<file path="src/rtl/vdu_pkg.sv">
package vdu_pkg;

    // accumulator and result format, Q.24 in 48 bits
    localparam int ACC_W  = 48;
    localparam int THR_W  = 25;
    localparam int NORM_W = 36;
    localparam int PROD_W = 72;
    localparam int REM_W  = 74;
    localparam int CNT_W  = 7;

    localparam logic [ACC_W-1:0] ACC_MAX = 48'h7FFF_FFFF_FFFF;
    localparam logic [ACC_W-1:0] ACC_MIN = 48'h8000_0000_0000;
    localparam logic [ACC_W-1:0] ONE_Q24 = 48'h0000_0100_0000;
    localparam logic [ACC_W-1:0] COS_CAP = 48'h8000_0000_0000;

    localparam logic [CNT_W-1:0] SQRT_LAST = 7'd35;
    localparam logic [CNT_W-1:0] MUL_LAST  = 7'd35;
    localparam logic [CNT_W-1:0] DIV_LAST  = 7'd95;

    typedef enum logic [1:0] {
        METRIC_L2SQ    = 2'd0,
        METRIC_IP      = 2'd1,
        METRIC_L2_NORM = 2'd2,
        METRIC_COSINE  = 2'd3
    } metric_t;

    localparam logic [1:0] STATUS_OK   = 2'd0;
    localparam logic [1:0] STATUS_OVF  = 2'd1;
    localparam logic [1:0] STATUS_ZERO = 2'd2;

    localparam int CFG_IDX_W  = 1;
    localparam int CFG_DATA_W = THR_W;
    localparam logic [CFG_IDX_W-1:0] REG_METRIC_MODE = 1'b0;
    localparam logic [CFG_IDX_W-1:0] REG_ZERO_THR    = 1'b1;

    typedef struct packed {
        logic signed [ACC_W-1:0] dot;
        logic signed [ACC_W-1:0] diff;
        logic signed [ACC_W-1:0] norm_a;
        logic signed [ACC_W-1:0] norm_b;
        logic                    ovf;
    } vdu_sums_t;

endpackage

</file>
<file path="src/rtl/vdu_if.sv">
interface vdu_in_if #(
    parameter int ELEM_WIDTH = 16
);
    logic                         valid;
    logic                         ready;
    logic signed [ELEM_WIDTH-1:0] elem_a;
    logic signed [ELEM_WIDTH-1:0] elem_b;
    logic                         last;

    modport source (output valid, output elem_a, output elem_b, output last, input ready);
    modport sink   (input valid, input elem_a, input elem_b, input last, output ready);
endinterface

interface vdu_out_if;
    logic               valid;
    logic               ready;
    logic signed [47:0] distance;
    logic [1:0]         status;

    modport source (output valid, output distance, output status, input ready);
    modport sink   (input valid, input distance, input status, output ready);
endinterface

</file>
<file path="src/rtl/vdu_accum.sv">
module vdu_accum
    import vdu_pkg::*;
#(
    parameter int MAX_LENGTH = 4096,
    parameter int ELEM_WIDTH = 16
)(
    input  logic                         clk,
    input  logic                         rst_n,
    input  logic                         in_valid,
    output logic                         in_ready,
    input  logic signed [ELEM_WIDTH-1:0] elem_a,
    input  logic signed [ELEM_WIDTH-1:0] elem_b,
    input  logic                         last,
    output logic                         hand_valid,
    input  logic                         hand_ready,
    output vdu_sums_t                    sums
);

    localparam int LEN_W = $clog2(MAX_LENGTH + 1);
    localparam int OP_W  = ELEM_WIDTH + 1;
    localparam int PW    = 2 * OP_W;
    localparam int SW    = (PW + 1 > ACC_W + 1) ? PW + 1 : ACC_W + 1;

    typedef enum logic [1:0] {A_IDLE, A_RUN, A_HAND} state_t;

    state_t                   state_reg;
    logic [2:0]               step_reg;
    logic signed [ELEM_WIDTH-1:0] a_reg;
    logic signed [ELEM_WIDTH-1:0] b_reg;
    logic                     last_reg;
    logic signed [PW-1:0]     prod_reg;
    logic signed [ACC_W-1:0]  acc_reg [4];
    logic [LEN_W-1:0]         count_reg;
    logic                     ovf_reg;

    logic signed [OP_W-1:0]   a_x, b_x, d_x, op_x, op_y;
    logic signed [PW-1:0]     mul_p;
    logic [1:0]               acc_idx;
    logic signed [ACC_W-1:0]  acc_cur;
    logic signed [SW-1:0]     sum_w;
    logic signed [ACC_W-1:0]  sat_val;
    logic                     sat_hit;

    // select the product of this step: a*b, d*d, a*a, b*b
    always_comb
    begin
        a_x = {a_reg[ELEM_WIDTH-1], a_reg};
        b_x = {b_reg[ELEM_WIDTH-1], b_reg};
        d_x = a_x - b_x;
        case (step_reg[1:0])
            2'd0:    begin op_x = a_x; op_y = b_x; end
            2'd1:    begin op_x = d_x; op_y = d_x; end
            2'd2:    begin op_x = a_x; op_y = a_x; end
            default: begin op_x = b_x; op_y = b_x; end
        endcase
        mul_p = op_x * op_y;
    end

    // saturating add of the registered product into its accumulator
    always_comb
    begin
        acc_idx = 2'(step_reg - 3'd1);
        acc_cur = acc_reg[acc_idx];
        sum_w   = {{(SW-ACC_W){acc_cur[ACC_W-1]}}, acc_cur}
                + {{(SW-PW){prod_reg[PW-1]}}, prod_reg};
        sat_hit = 1'b1;
        if (sum_w > $signed({{(SW-ACC_W){1'b0}}, ACC_MAX}))
            sat_val = ACC_MAX;
        else if (sum_w < $signed({{(SW-ACC_W){1'b1}}, ACC_MIN}))
            sat_val = ACC_MIN;
        else
        begin
            sat_val = sum_w[ACC_W-1:0];
            sat_hit = 1'b0;
        end
    end

    assign in_ready   = (state_reg == A_IDLE);
    assign hand_valid = (state_reg == A_HAND);
    assign sums       = '{dot: acc_reg[0], diff: acc_reg[1], norm_a: acc_reg[2],
                          norm_b: acc_reg[3], ovf: ovf_reg};

    // sequencer: one multiply per cycle, each product added from its register in the next cycle
    always_ff @(posedge clk or negedge rst_n)
    begin
        if (!rst_n)
        begin
            state_reg <= A_IDLE;
            step_reg  <= '0;
            last_reg  <= 1'b0;
            count_reg <= '0;
            ovf_reg   <= 1'b0;
            for (int i = 0; i < 4; i++)
                acc_reg[i] <= '0;
        end
        else
        begin
            case (state_reg)
                A_IDLE:
                begin
                    if (in_valid)
                    begin
                        a_reg    <= elem_a;
                        b_reg    <= elem_b;
                        last_reg <= last;
                        step_reg <= '0;
                        if (count_reg == LEN_W'(MAX_LENGTH))
                        begin
                            ovf_reg   <= 1'b1;
                            state_reg <= last ? A_HAND : A_IDLE;
                        end
                        else
                            state_reg <= A_RUN;
                    end
                end
                A_RUN:
                begin
                    if (step_reg != 3'd4)
                        prod_reg <= mul_p;
                    if (step_reg != 3'd0)
                    begin
                        acc_reg[acc_idx] <= sat_val;
                        if (sat_hit)
                            ovf_reg <= 1'b1;
                    end
                    step_reg <= step_reg + 3'd1;
                    if (step_reg == 3'd4)
                    begin
                        count_reg <= count_reg + 1'b1;
                        state_reg <= last_reg ? A_HAND : A_IDLE;
                    end
                end
                A_HAND:
                begin
                    // pass the sums on, then clear for the next vector
                    if (hand_ready)
                    begin
                        for (int i = 0; i < 4; i++)
                            acc_reg[i] <= '0;
                        count_reg <= '0;
                        ovf_reg   <= 1'b0;
                        state_reg <= A_IDLE;
                    end
                end
                default:
                    state_reg <= A_IDLE;
            endcase
        end
    end

endmodule

</file>
<file path="src/rtl/vdu_finish.sv">
module vdu_finish
    import vdu_pkg::*;
(
    input  logic               clk,
    input  logic               rst_n,
    input  logic               hand_valid,
    output logic               hand_ready,
    input  vdu_sums_t          sums,
    input  metric_t            metric_mode,
    input  logic [THR_W-1:0]   zero_thr,
    output logic               out_valid,
    input  logic               out_ready,
    output logic signed [ACC_W-1:0] distance,
    output logic [1:0]         status
);

    typedef enum logic [3:0] {
        F_IDLE, F_EVAL, F_SQRT_A, F_SQRT_B, F_ZCHK, F_MUL, F_DIV, F_FINAL, F_DONE
    } state_t;

    state_t              state_reg;
    vdu_sums_t           sums_reg;
    logic [ACC_W-1:0]    work_reg;
    logic [REM_W-1:0]    rem_reg;
    logic [ACC_W-1:0]    res_reg;
    logic                big_reg;
    logic [NORM_W-1:0]   na_reg;
    logic [NORM_W-1:0]   nb_reg;
    logic [PROD_W-1:0]   prod_reg;
    logic [CNT_W-1:0]    cnt_reg;
    logic signed [ACC_W-1:0] dist_reg;
    logic [1:0]          status_reg;

    logic [REM_W-1:0]    opa, opb;
    logic                sub;
    logic [REM_W:0]      add_w;
    logic [REM_W-1:0]    add_sum;
    logic                ge;
    logic [ACC_W-1:0]    res_step;
    logic                zero_l2, zero_cos;
    logic signed [50:0]  l2_w;
    logic [ACC_W-1:0]    qc;
    logic signed [48:0]  cos_w;
    logic signed [50:0]  fin_w;
    logic [48:0]         l2_sat, fin_sat;
    logic [ACC_W-1:0]    mag;

    // clamp a wide signed value to the accumulator range, flag in the top bit
    function automatic logic [48:0] sat_acc(input logic signed [50:0] v);
        logic [48:0] r;
        if (v > $signed({3'b000, ACC_MAX}))
            r = {1'b1, ACC_MAX};
        else if (v < $signed({3'b111, ACC_MIN}))
            r = {1'b1, ACC_MIN};
        else
            r = {1'b0, v[ACC_W-1:0]};
        return r;
    endfunction

    // shared add/compare-subtract unit for square root, product and division
    always_comb
    begin
        opa = '0;
        opb = '0;
        sub = 1'b0;
        case (state_reg)
            F_SQRT_A, F_SQRT_B:
            begin
                opa = {rem_reg[REM_W-3:0], work_reg[ACC_W-1:ACC_W-2]};
                opb = {{(REM_W-ACC_W-2){1'b0}}, res_reg, 2'b01};
                sub = 1'b1;
            end
            F_MUL:
            begin
                opa = {rem_reg[REM_W-2:0], 1'b0};
                opb = nb_reg[NORM_W-1] ? {{(REM_W-NORM_W){1'b0}}, na_reg} : '0;
            end
            F_DIV:
            begin
                opa = {rem_reg[REM_W-2:0], work_reg[ACC_W-1]};
                opb = {{(REM_W-PROD_W){1'b0}}, prod_reg};
                sub = 1'b1;
            end
            default:
            begin
                opa = '0;
                opb = '0;
            end
        endcase
        add_w    = {1'b0, opa} + {1'b0, (sub ? ~opb : opb)} + {{REM_W{1'b0}}, sub};
        add_sum  = add_w[REM_W-1:0];
        ge       = add_w[REM_W];
        res_step = {res_reg[ACC_W-2:0], ge};
    end

    // final arithmetic of the metrics
    always_comb
    begin
        zero_l2  = ({1'b0, sums_reg.norm_a} < {24'd0, zero_thr})
                || ({1'b0, sums_reg.norm_b} < {24'd0, zero_thr});
        zero_cos = ({1'b0, na_reg} < {12'd0, zero_thr})
                || ({1'b0, nb_reg} < {12'd0, zero_thr})
                || (na_reg == '0) || (nb_reg == '0);
        l2_w = {{3{sums_reg.norm_a[ACC_W-1]}}, sums_reg.norm_a}
             + {{3{sums_reg.norm_b[ACC_W-1]}}, sums_reg.norm_b}
             - {{2{sums_reg.dot[ACC_W-1]}}, sums_reg.dot, 1'b0};
        l2_sat = sat_acc(l2_w);
        mag = sums_reg.dot[ACC_W-1] ? ACC_W'(-sums_reg.dot) : sums_reg.dot;
        qc = (big_reg || (res_reg[ACC_W-1] && (res_reg[ACC_W-2:0] != '0)))
           ? COS_CAP : res_reg;
        cos_w = sums_reg.dot[ACC_W-1] ? -$signed({1'b0, qc}) : $signed({1'b0, qc});
        fin_w = $signed({3'b000, ONE_Q24}) - {{2{cos_w[48]}}, cos_w};
        fin_sat = sat_acc(fin_w);
    end

    assign hand_ready = (state_reg == F_IDLE);
    assign out_valid  = (state_reg == F_DONE);
    assign distance   = dist_reg;
    assign status     = status_reg;

    // sequencer
    always_ff @(posedge clk or negedge rst_n)
    begin
        if (!rst_n)
        begin
            state_reg  <= F_IDLE;
            cnt_reg    <= '0;
            big_reg    <= 1'b0;
            status_reg <= STATUS_OK;
        end
        else
        begin
            case (state_reg)
                F_IDLE:
                begin
                    if (hand_valid)
                    begin
                        sums_reg  <= sums;
                        state_reg <= F_EVAL;
                    end
                end
                F_EVAL:
                begin
                    case (metric_mode)
                        METRIC_L2SQ:
                        begin
                            dist_reg   <= sums_reg.diff;
                            status_reg <= sums_reg.ovf ? STATUS_OVF : STATUS_OK;
                            state_reg  <= F_DONE;
                        end
                        METRIC_IP:
                        begin
                            dist_reg   <= sums_reg.dot;
                            status_reg <= sums_reg.ovf ? STATUS_OVF : STATUS_OK;
                            state_reg  <= F_DONE;
                        end
                        METRIC_L2_NORM:
                        begin
                            if (zero_l2)
                            begin
                                dist_reg   <= '0;
                                status_reg <= sums_reg.ovf ? STATUS_OVF : STATUS_ZERO;
                            end
                            else
                            begin
                                dist_reg   <= l2_sat[ACC_W-1:0];
                                status_reg <= (sums_reg.ovf || l2_sat[ACC_W])
                                            ? STATUS_OVF : STATUS_OK;
                            end
                            state_reg <= F_DONE;
                        end
                        default:
                        begin
                            work_reg  <= sums_reg.norm_a[ACC_W-1] ? '0 : sums_reg.norm_a;
                            rem_reg   <= '0;
                            res_reg   <= '0;
                            cnt_reg   <= '0;
                            state_reg <= F_SQRT_A;
                        end
                    endcase
                end
                F_SQRT_A, F_SQRT_B:
                begin
                    // one root bit per cycle, two radicand bits in
                    rem_reg  <= ge ? add_sum : opa;
                    res_reg  <= res_step;
                    work_reg <= {work_reg[ACC_W-3:0], 2'b00};
                    cnt_reg  <= cnt_reg + 1'b1;
                    if (cnt_reg == SQRT_LAST)
                    begin
                        rem_reg <= '0;
                        res_reg <= '0;
                        cnt_reg <= '0;
                        if (state_reg == F_SQRT_A)
                        begin
                            na_reg    <= res_step[NORM_W-1:0];
                            work_reg  <= sums_reg.norm_b[ACC_W-1] ? '0 : sums_reg.norm_b;
                            state_reg <= F_SQRT_B;
                        end
                        else
                        begin
                            nb_reg    <= res_step[NORM_W-1:0];
                            state_reg <= F_ZCHK;
                        end
                    end
                end
                F_ZCHK:
                begin
                    if (zero_cos)
                    begin
                        dist_reg   <= '0;
                        status_reg <= sums_reg.ovf ? STATUS_OVF : STATUS_ZERO;
                        state_reg  <= F_DONE;
                    end
                    else
                    begin
                        rem_reg   <= '0;
                        cnt_reg   <= '0;
                        work_reg  <= mag;
                        state_reg <= F_MUL;
                    end
                end
                F_MUL:
                begin
                    // shift-and-add product of the two norms
                    rem_reg <= add_sum;
                    nb_reg  <= {nb_reg[NORM_W-2:0], 1'b0};
                    cnt_reg <= cnt_reg + 1'b1;
                    if (cnt_reg == MUL_LAST)
                    begin
                        prod_reg  <= add_sum[PROD_W-1:0];
                        rem_reg   <= '0;
                        res_reg   <= '0;
                        big_reg   <= 1'b0;
                        cnt_reg   <= '0;
                        state_reg <= F_DIV;
                    end
                end
                F_DIV:
                begin
                    // restoring division, one quotient bit per cycle
                    rem_reg  <= ge ? add_sum : opa;
                    res_reg  <= res_step;
                    big_reg  <= big_reg | res_reg[ACC_W-1];
                    work_reg <= {work_reg[ACC_W-2:0], 1'b0};
                    cnt_reg  <= cnt_reg + 1'b1;
                    if (cnt_reg == DIV_LAST)
                        state_reg <= F_FINAL;
                end
                F_FINAL:
                begin
                    dist_reg   <= fin_sat[ACC_W-1:0];
                    status_reg <= (sums_reg.ovf || fin_sat[ACC_W]) ? STATUS_OVF : STATUS_OK;
                    state_reg  <= F_DONE;
                end
                F_DONE:
                begin
                    if (out_ready)
                        state_reg <= F_IDLE;
                end
                default:
                    state_reg <= F_IDLE;
            endcase
        end
    end

endmodule

</file>
<file path="src/rtl/vector_distance_unit.sv">
// Vector distance unit.
// Input channel in_ch carries one element pair (elem_a, elem_b, Q3.12) per
// transaction, with last on the final pair of the vectors. Output channel
// out_ch carries one transaction per vector: distance (Q.24) and status
// (0 ok, 1 overflow or too long, 2 zero vector).
// Configuration: cfg_we writes cfg_data to register cfg_index (0 metric_mode,
// 1 zero_norm_threshold); write only while the unit is idle.
// Accumulator: one multiplier serves the four products of a pair, so a pair
// occupies it for its accept plus 5 multiply/add steps before the next one.
// Result: metrics 0 to 2 need one evaluation state after the handover; for
// cosine one shared adder runs two 36-step square roots, a 36-step norm
// product and a 96-step division, the last two skipped when a norm flags a
// zero vector. A last pair beyond the length limit skips the 5 accumulate
// steps.
// The accumulator keeps taking pairs of the next vector while the result
// stage works or waits. A stalled receiver holds the result; a further last
// pair then waits in the accumulator until the result stage is free.
// Reset clears the accumulators and sets metric_mode 0 and threshold 168.
module vector_distance_unit
    import vdu_pkg::*;
#(
    parameter int MAX_LENGTH = 4096,
    parameter int ELEM_WIDTH = 16
)(
    input  logic                  clk,
    input  logic                  rst_n,
    vdu_in_if.sink                in_ch,
    vdu_out_if.source             out_ch,
    input  logic                  cfg_we,
    input  logic [CFG_IDX_W-1:0]  cfg_index,
    input  logic [CFG_DATA_W-1:0] cfg_data
);

    metric_t            metric_mode_reg;
    logic [THR_W-1:0]   zero_thr_reg;
    logic               hand_valid;
    logic               hand_ready;
    vdu_sums_t          sums;

    // configuration registers
    always_ff @(posedge clk or negedge rst_n)
    begin
        if (!rst_n)
        begin
            metric_mode_reg <= METRIC_L2SQ;
            zero_thr_reg    <= THR_W'(168);
        end
        else if (cfg_we)
        begin
            case (cfg_index)
                REG_METRIC_MODE: metric_mode_reg <= metric_t'(cfg_data[1:0]);
                REG_ZERO_THR:    zero_thr_reg    <= cfg_data;
                default:         ;
            endcase
        end
    end

    vdu_accum #(
        .MAX_LENGTH (MAX_LENGTH),
        .ELEM_WIDTH (ELEM_WIDTH)
    ) u_accum (
        .clk        (clk),
        .rst_n      (rst_n),
        .in_valid   (in_ch.valid),
        .in_ready   (in_ch.ready),
        .elem_a     (in_ch.elem_a),
        .elem_b     (in_ch.elem_b),
        .last       (in_ch.last),
        .hand_valid (hand_valid),
        .hand_ready (hand_ready),
        .sums       (sums)
    );

    vdu_finish u_finish (
        .clk         (clk),
        .rst_n       (rst_n),
        .hand_valid  (hand_valid),
        .hand_ready  (hand_ready),
        .sums        (sums),
        .metric_mode (metric_mode_reg),
        .zero_thr    (zero_thr_reg),
        .out_valid   (out_ch.valid),
        .out_ready   (out_ch.ready),
        .distance    (out_ch.distance),
        .status      (out_ch.status)
    );

`ifndef SYNTHESIS
    // a zero vector always reports a zero distance
    assert property (@(posedge clk) disable iff (!rst_n)
        out_ch.valid && out_ch.status == STATUS_ZERO |-> out_ch.distance == '0)
        else $error("zero vector result with nonzero distance");

    // no status code beyond the defined three
    assert property (@(posedge clk) disable iff (!rst_n)
        out_ch.valid |-> out_ch.status != 2'd3)
        else $error("undefined status code");

    // direct metrics never flag a zero vector
    assert property (@(posedge clk) disable iff (!rst_n)
        out_ch.valid && (metric_mode_reg == METRIC_L2SQ || metric_mode_reg == METRIC_IP)
        |-> out_ch.status != STATUS_ZERO)
        else $error("zero vector flagged in a direct metric");

    // sums handed over only when the result stage takes them
    assert property (@(posedge clk) disable iff (!rst_n)
        hand_valid && hand_ready |=> !out_ch.valid)
        else $error("result stage busy while taking new sums");
`endif

endmodule

</file>
<file path="src/flat_wrapper.sv">
// flat-port wrapper written by rule: the top's interface ports become plain ports
module vector_distance_unit_flat import vdu_pkg::*;
#(
    parameter int MAX_LENGTH = 4096,
    parameter int ELEM_WIDTH = 16
)
  (clk, rst_n, cfg_we, cfg_index, cfg_data, in_ch_valid, in_ch_elem_a, in_ch_elem_b, in_ch_last, in_ch_ready, out_ch_valid, out_ch_distance, out_ch_status, out_ch_ready);
  vdu_in_if #(.ELEM_WIDTH(ELEM_WIDTH)) in_ch_i ();
  vdu_out_if out_ch_i ();
  input  logic clk;
  input  logic rst_n;
  input  logic cfg_we;
  input  logic [CFG_IDX_W-1:0] cfg_index;
  input  logic [CFG_DATA_W-1:0] cfg_data;
  input wire logic [$bits(in_ch_i.valid)-1:0] in_ch_valid;
  input wire logic [$bits(in_ch_i.elem_a)-1:0] in_ch_elem_a;
  input wire logic [$bits(in_ch_i.elem_b)-1:0] in_ch_elem_b;
  input wire logic [$bits(in_ch_i.last)-1:0] in_ch_last;
  output wire logic [$bits(in_ch_i.ready)-1:0] in_ch_ready;
  output wire logic [$bits(out_ch_i.valid)-1:0] out_ch_valid;
  output wire logic [$bits(out_ch_i.distance)-1:0] out_ch_distance;
  output wire logic [$bits(out_ch_i.status)-1:0] out_ch_status;
  input wire logic [$bits(out_ch_i.ready)-1:0] out_ch_ready;
  assign in_ch_i.valid = in_ch_valid;
  assign in_ch_i.elem_a = in_ch_elem_a;
  assign in_ch_i.elem_b = in_ch_elem_b;
  assign in_ch_i.last = in_ch_last;
  assign in_ch_ready = in_ch_i.ready;
  assign out_ch_valid = out_ch_i.valid;
  assign out_ch_distance = out_ch_i.distance;
  assign out_ch_status = out_ch_i.status;
  assign out_ch_i.ready = out_ch_ready;
  vector_distance_unit #(.MAX_LENGTH(MAX_LENGTH), .ELEM_WIDTH(ELEM_WIDTH)) u_core (.clk(clk), .rst_n(rst_n), .in_ch(in_ch_i), .out_ch(out_ch_i), .cfg_we(cfg_we), .cfg_index(cfg_index), .cfg_data(cfg_data));
endmodule
</file>
<file path="config.mk">
export PLATFORM = sky130hd
export DESIGN_NAME = vector_distance_unit_flat
export DESIGN_NICKNAME = d
export VERILOG_FILES = /design/src/rtl/vdu_pkg.sv /design/src/rtl/vdu_if.sv /design/src/rtl/vdu_accum.sv /design/src/rtl/vdu_finish.sv /design/src/rtl/vector_distance_unit.sv /design/src/flat_wrapper.sv
export SDC_FILE = /design/constraint.sdc
export NUM_CORES = 2
export LEC_CHECK = 0
export BUFFER_PORTS_ARGS = -buffer_cell sky130_fd_sc_hd__buf_2
export CAP_MARGIN = 10
export CORE_ASPECT_RATIO = 1.5
export CORE_UTILIZATION = 45
export CTS_CLUSTER_DIAMETER = 80
export CTS_CLUSTER_SIZE = 16
export DETAILED_ROUTE_END_ITERATION = 8
export PLACE_DENSITY = 0.56
export SYNTH_ARGS = -nofsm -noshare
export SYNTH_HDL_FRONTEND = slang
export SYNTH_HIERARCHICAL = 1
export SYNTH_SLANG_ARGS = --single-unit
</file>
<file path="constraint.sdc">
create_clock -name clk -period 11 [get_ports clk]
set_clock_uncertainty 0.05 [all_clocks]
set_input_delay 1.65 -clock clk [delete_from_list [all_inputs] [get_ports clk]]
set_output_delay 1.65 -clock clk [all_outputs]
set_load 0.005 [all_outputs]
</file>
==> impl.org <==
** Clock tree
- CTS tree :: done
- After clock tree synthesis, the clock-pin slew on the worst setup and hold paths is 80 ps.
- Total CTS buffers :: 69
- The clock tree synthesis step divided the H-tree into 3 levels.
- Cts-stage hold buffer count :: 0
- Post-cts repair resize count :: 0
- Buffers from clock root to sink, at most :: 3
- Buffers added to address setup during post-CTS repair amount to 0.
- Root Buffer :: sky130_fd_sc_hd__clkbuf_16
- Clock sink count :: 873
- Clock latency on the worst-skew pair, taken at its later pin, is 720 ps.

** Place
- Post-DP HPWL :: 172 mm
- The congestion estimate from routability-driven global placement came to 1.00.
- IO Port Bufs :: 115

** Synth
- Synthesized netlist net count :: 7393
- The synthesized design spends more area on one cell type than any other, namely sky130_fd_sc_hd__edfxtp_1.
- Summing every instance area after synthesis gives 66200 µm².
- Sequential-to-total area share from yosys stat :: 37.7%
- Share of the synthesized area in the top cell type :: 28.1%
- sky130_fd_sc_hd__inv_1 is the most common cell in the netlist.
- Number of warnings issued by yosys :: 6
- For this run, the leading register cell type out of synthesis is sky130_fd_sc_hd__edfxtp_1.
- EDFF count, synth :: 620
- Top cell types by occurrence after synthesis :: sky130_fd_sc_hd__inv_1 (641), sky130_fd_sc_hd__edfxtp_1 (620), sky130_fd_sc_hd__nand2_1 (555)
- Synth async-reset ratio :: 29.0%
- Netlist cell types :: 113
- After synthesis, the cell types taking the most area are sky130_fd_sc_hd__edfxtp_1 (28%), sky130_fd_sc_hd__fa_1 (10%), sky130_fd_sc_hd__dfrtp_1 (9.4%).
- Flops & latches, synth :: 873
- Post-Synthesis Cells :: 6598
- The average instance in the mapped netlist occupies 10.0 µm².

** Setup path
- Most numerous cell on the critical path :: sky130_fd_sc_hd__fa_1
- Element type at the critical path end :: flip-flop
- The slowest stage of the critical path is the sky130_fd_sc_hd__a2111oi_0 cell.
- The cell family contributing the most delay on the critical path is adder cells.
- The startpoint identified for the worst register-to-register timing path is u_core/u_accum/b_reg[1]$_DFFE_PP_.
- CP Max Fanout :: 18
- Count of buffering cells on the critical path with inverters included :: 3
- The worst setup path is launched from a flip-flop.
- In this design, the stage delay of the slowest critical-path cell is 710 ps.
- Data arrival, critical path :: 9960 ps
- Tracing the worst setup path back leads to its startpoint at u_core/u_accum/b_reg[1]$_DFFE_PP_.
- WP data required :: 11520 ps
- The worst setup path is of the reg2reg kind.

** Drt
- In this run the remaining antenna-violating nets after routing total 0.
- Using the TritonRoute via totals, the vias-per-cell ratio works out to 6.05.
- Drt initial violations :: 3129
- Router iterations before antenna repair :: 7
- DRC violation count after routing :: 26
- After detailed routing, the average wire length per cell comes to 25.6 µm.
- Routed Wire Length :: 218 mm
- Via total after detailed routing :: 51500

** Floorplan
- Overall die area :: 149000 µm²
- From bottom edge to top edge, the die measures 472 µm.
- 116 I/O pins were placed.
- After floorplanning, the core was divided into 172 placement rows.
- Die boundary width :: 315 µm
- The total area inside the core boundary comes to 146000 µm².
- Initial core utilization :: 45.3%

** Outcome
- Outcome :: complete, but fails checks
- Violations in the final reports :: DRC

** Cells and area
- Layout cells sized above 1 :: 8.23%
- Signed area change from the synthesized netlist to the final layout :: 7.11%
- The register with the most flip-flops in the layout has 193 of them.
- Net count reported at finish :: 7345
- Register area :: 25000 µm²
- Number of fillers in the final layout :: 13700
- Core utilization of the finished layout :: 48.5%
- In the final layout, the multi-input gates occupy 37700 µm².

** Timing
- Setup total negative slack on the finished layout was measured at 0 ps.
- Static timing analysis puts the maximum clock frequency at 106 MHz.
- Endpoints failing hold :: 0
- Setup violations remaining at the end of the flow were counted as 0.
- Setup repair after global routing missed its margin :: false
- In this run the tightest slew margin relative to its limit is 10.5%.
- Final Max Slew Viols :: 0
- Final worst path period need :: 9440 ps
- Dividing the final minimum period by the clock period gives 85.8%.
- For the pin with the worst max-slew slack, the measured transition is 1340 ps.

** Global routing
- First-pass GRT wire length :: 328 mm
- For this run, the total global-route usage over all layers was measured as 29.2%.
- For this run the aggregate overflow at the end of global routing stands at 0.
- The number of antenna violations at the first check in global routing was 4.
- Entering global routing, the biggest net connects 98 pins.
- Via count of the first global-routing pass :: 53600

** Hold path
- Hold path startpoint :: u_core/u_accum/sums[5]$_DFFE_PN0P_
- Class of the tightest hold or removal check :: reg2reg

** Job
- The tool flagged a number of max-cap violations equal to 0.
-- routing by layer --
metal	global-route usage, %	part of all wire, %	routed length [µm]	up-vias
li1	-	-	-	23800
met1	31.0	36	79200	25800
met2	55.3	54	117000	1429
met3	1.96	3.2	6880	517
met4	18.3	6.7	14700	0
met5	0	0	0	-
-- cells by family (layout without fill, tap and decap cells) --
kind of cell,count (synthesis),after routing,synth area share (%)
compound gates,1833,1833,19.0
simple gates,1734,1734,12.6
buf+inv,986,989,5.77
flops,873,873,37.7
fa+ha+maj,732,732,17.8
xor+xnor,317,317,4.19
mux,123,123,3.01
other cells,0,2,0
-- worst paths after layout --
path / end / slack, ps / depth (start not counted)
setup reg to reg: u_core/u_accum/prod_reg[26]$_DFFE_PP_ / 1560 / 28
hold reg to reg: u_core/u_finish/sums_reg[5]$_DFFE_PP_ / 420 / 0
max in group asynchronous: u_core/zero_thr_reg[19]$_DFFE_PN0P_ / 8180 / 3
hold / removal: u_core/u_finish/sums_reg[5]$_DFFE_PP_ / 420 / 0
setup / recovery: u_core/u_accum/prod_reg[26]$_DFFE_PP_ / 1560 / 28
min in group asynchronous: u_core/u_accum/count_reg[7]$_DFFE_PN0P_ / 760 / 1
-- final cells by class --
class	instances	area share (%)
Clock buffer	107	2.71
Tap cell	1914	3.38
Antenna cell	2	0.00705
Multi-Input combinational cell	4739	53.1
Inverter	644	3.41
Timing Repair Buffer	223	2.00
Clock inverter	15	0.245
Sequential cell	873	35.2
-- through the flow --
stage / area [µm²] / std cells / hold slack (ps) / worst slack [ps]
after CTS: 70900 / 8515 / 423 / 1550
after global placement: 68800 / 8393 / 403 / 1750
final: 70900 / 8517 / 422 / 1560
after global routing: 70900 / 8516 / 432 / 974
after floorplan: 66200 / 6598 / 371 / 2600
after detailed placement: 68800 / 8393 / 409 / 1630
-- layout by cell type, fill, tap and decap left out, types with 175 or more instances in the layout --
| master | netlist | final |
|---|---|---|
| sky130_fd_sc_hd__a21o_1 | 179 | 179 |
| sky130_fd_sc_hd__a21oi_1 | 379 | 378 |
| sky130_fd_sc_hd__a22o_1 | 199 | 199 |
| sky130_fd_sc_hd__dfrtp_1 | 250 | 249 |
| sky130_fd_sc_hd__edfxtp_1 | 620 | 620 |
| sky130_fd_sc_hd__fa_1 | 347 | 347 |
| sky130_fd_sc_hd__ha_1 | 384 | 382 |
| sky130_fd_sc_hd__inv_1 | 641 | 641 |
| sky130_fd_sc_hd__nand2_1 | 555 | 550 |
| sky130_fd_sc_hd__nor2_1 | 402 | 388 |
| sky130_fd_sc_hd__o21ai_0 | 345 | 344 |
| sky130_fd_sc_hd__xnor2_1 | 175 | 175 |
Power is left out: the tool's default activity adds up to more than one toggle a clock period on the data nets, which glitch-free logic cannot reach.
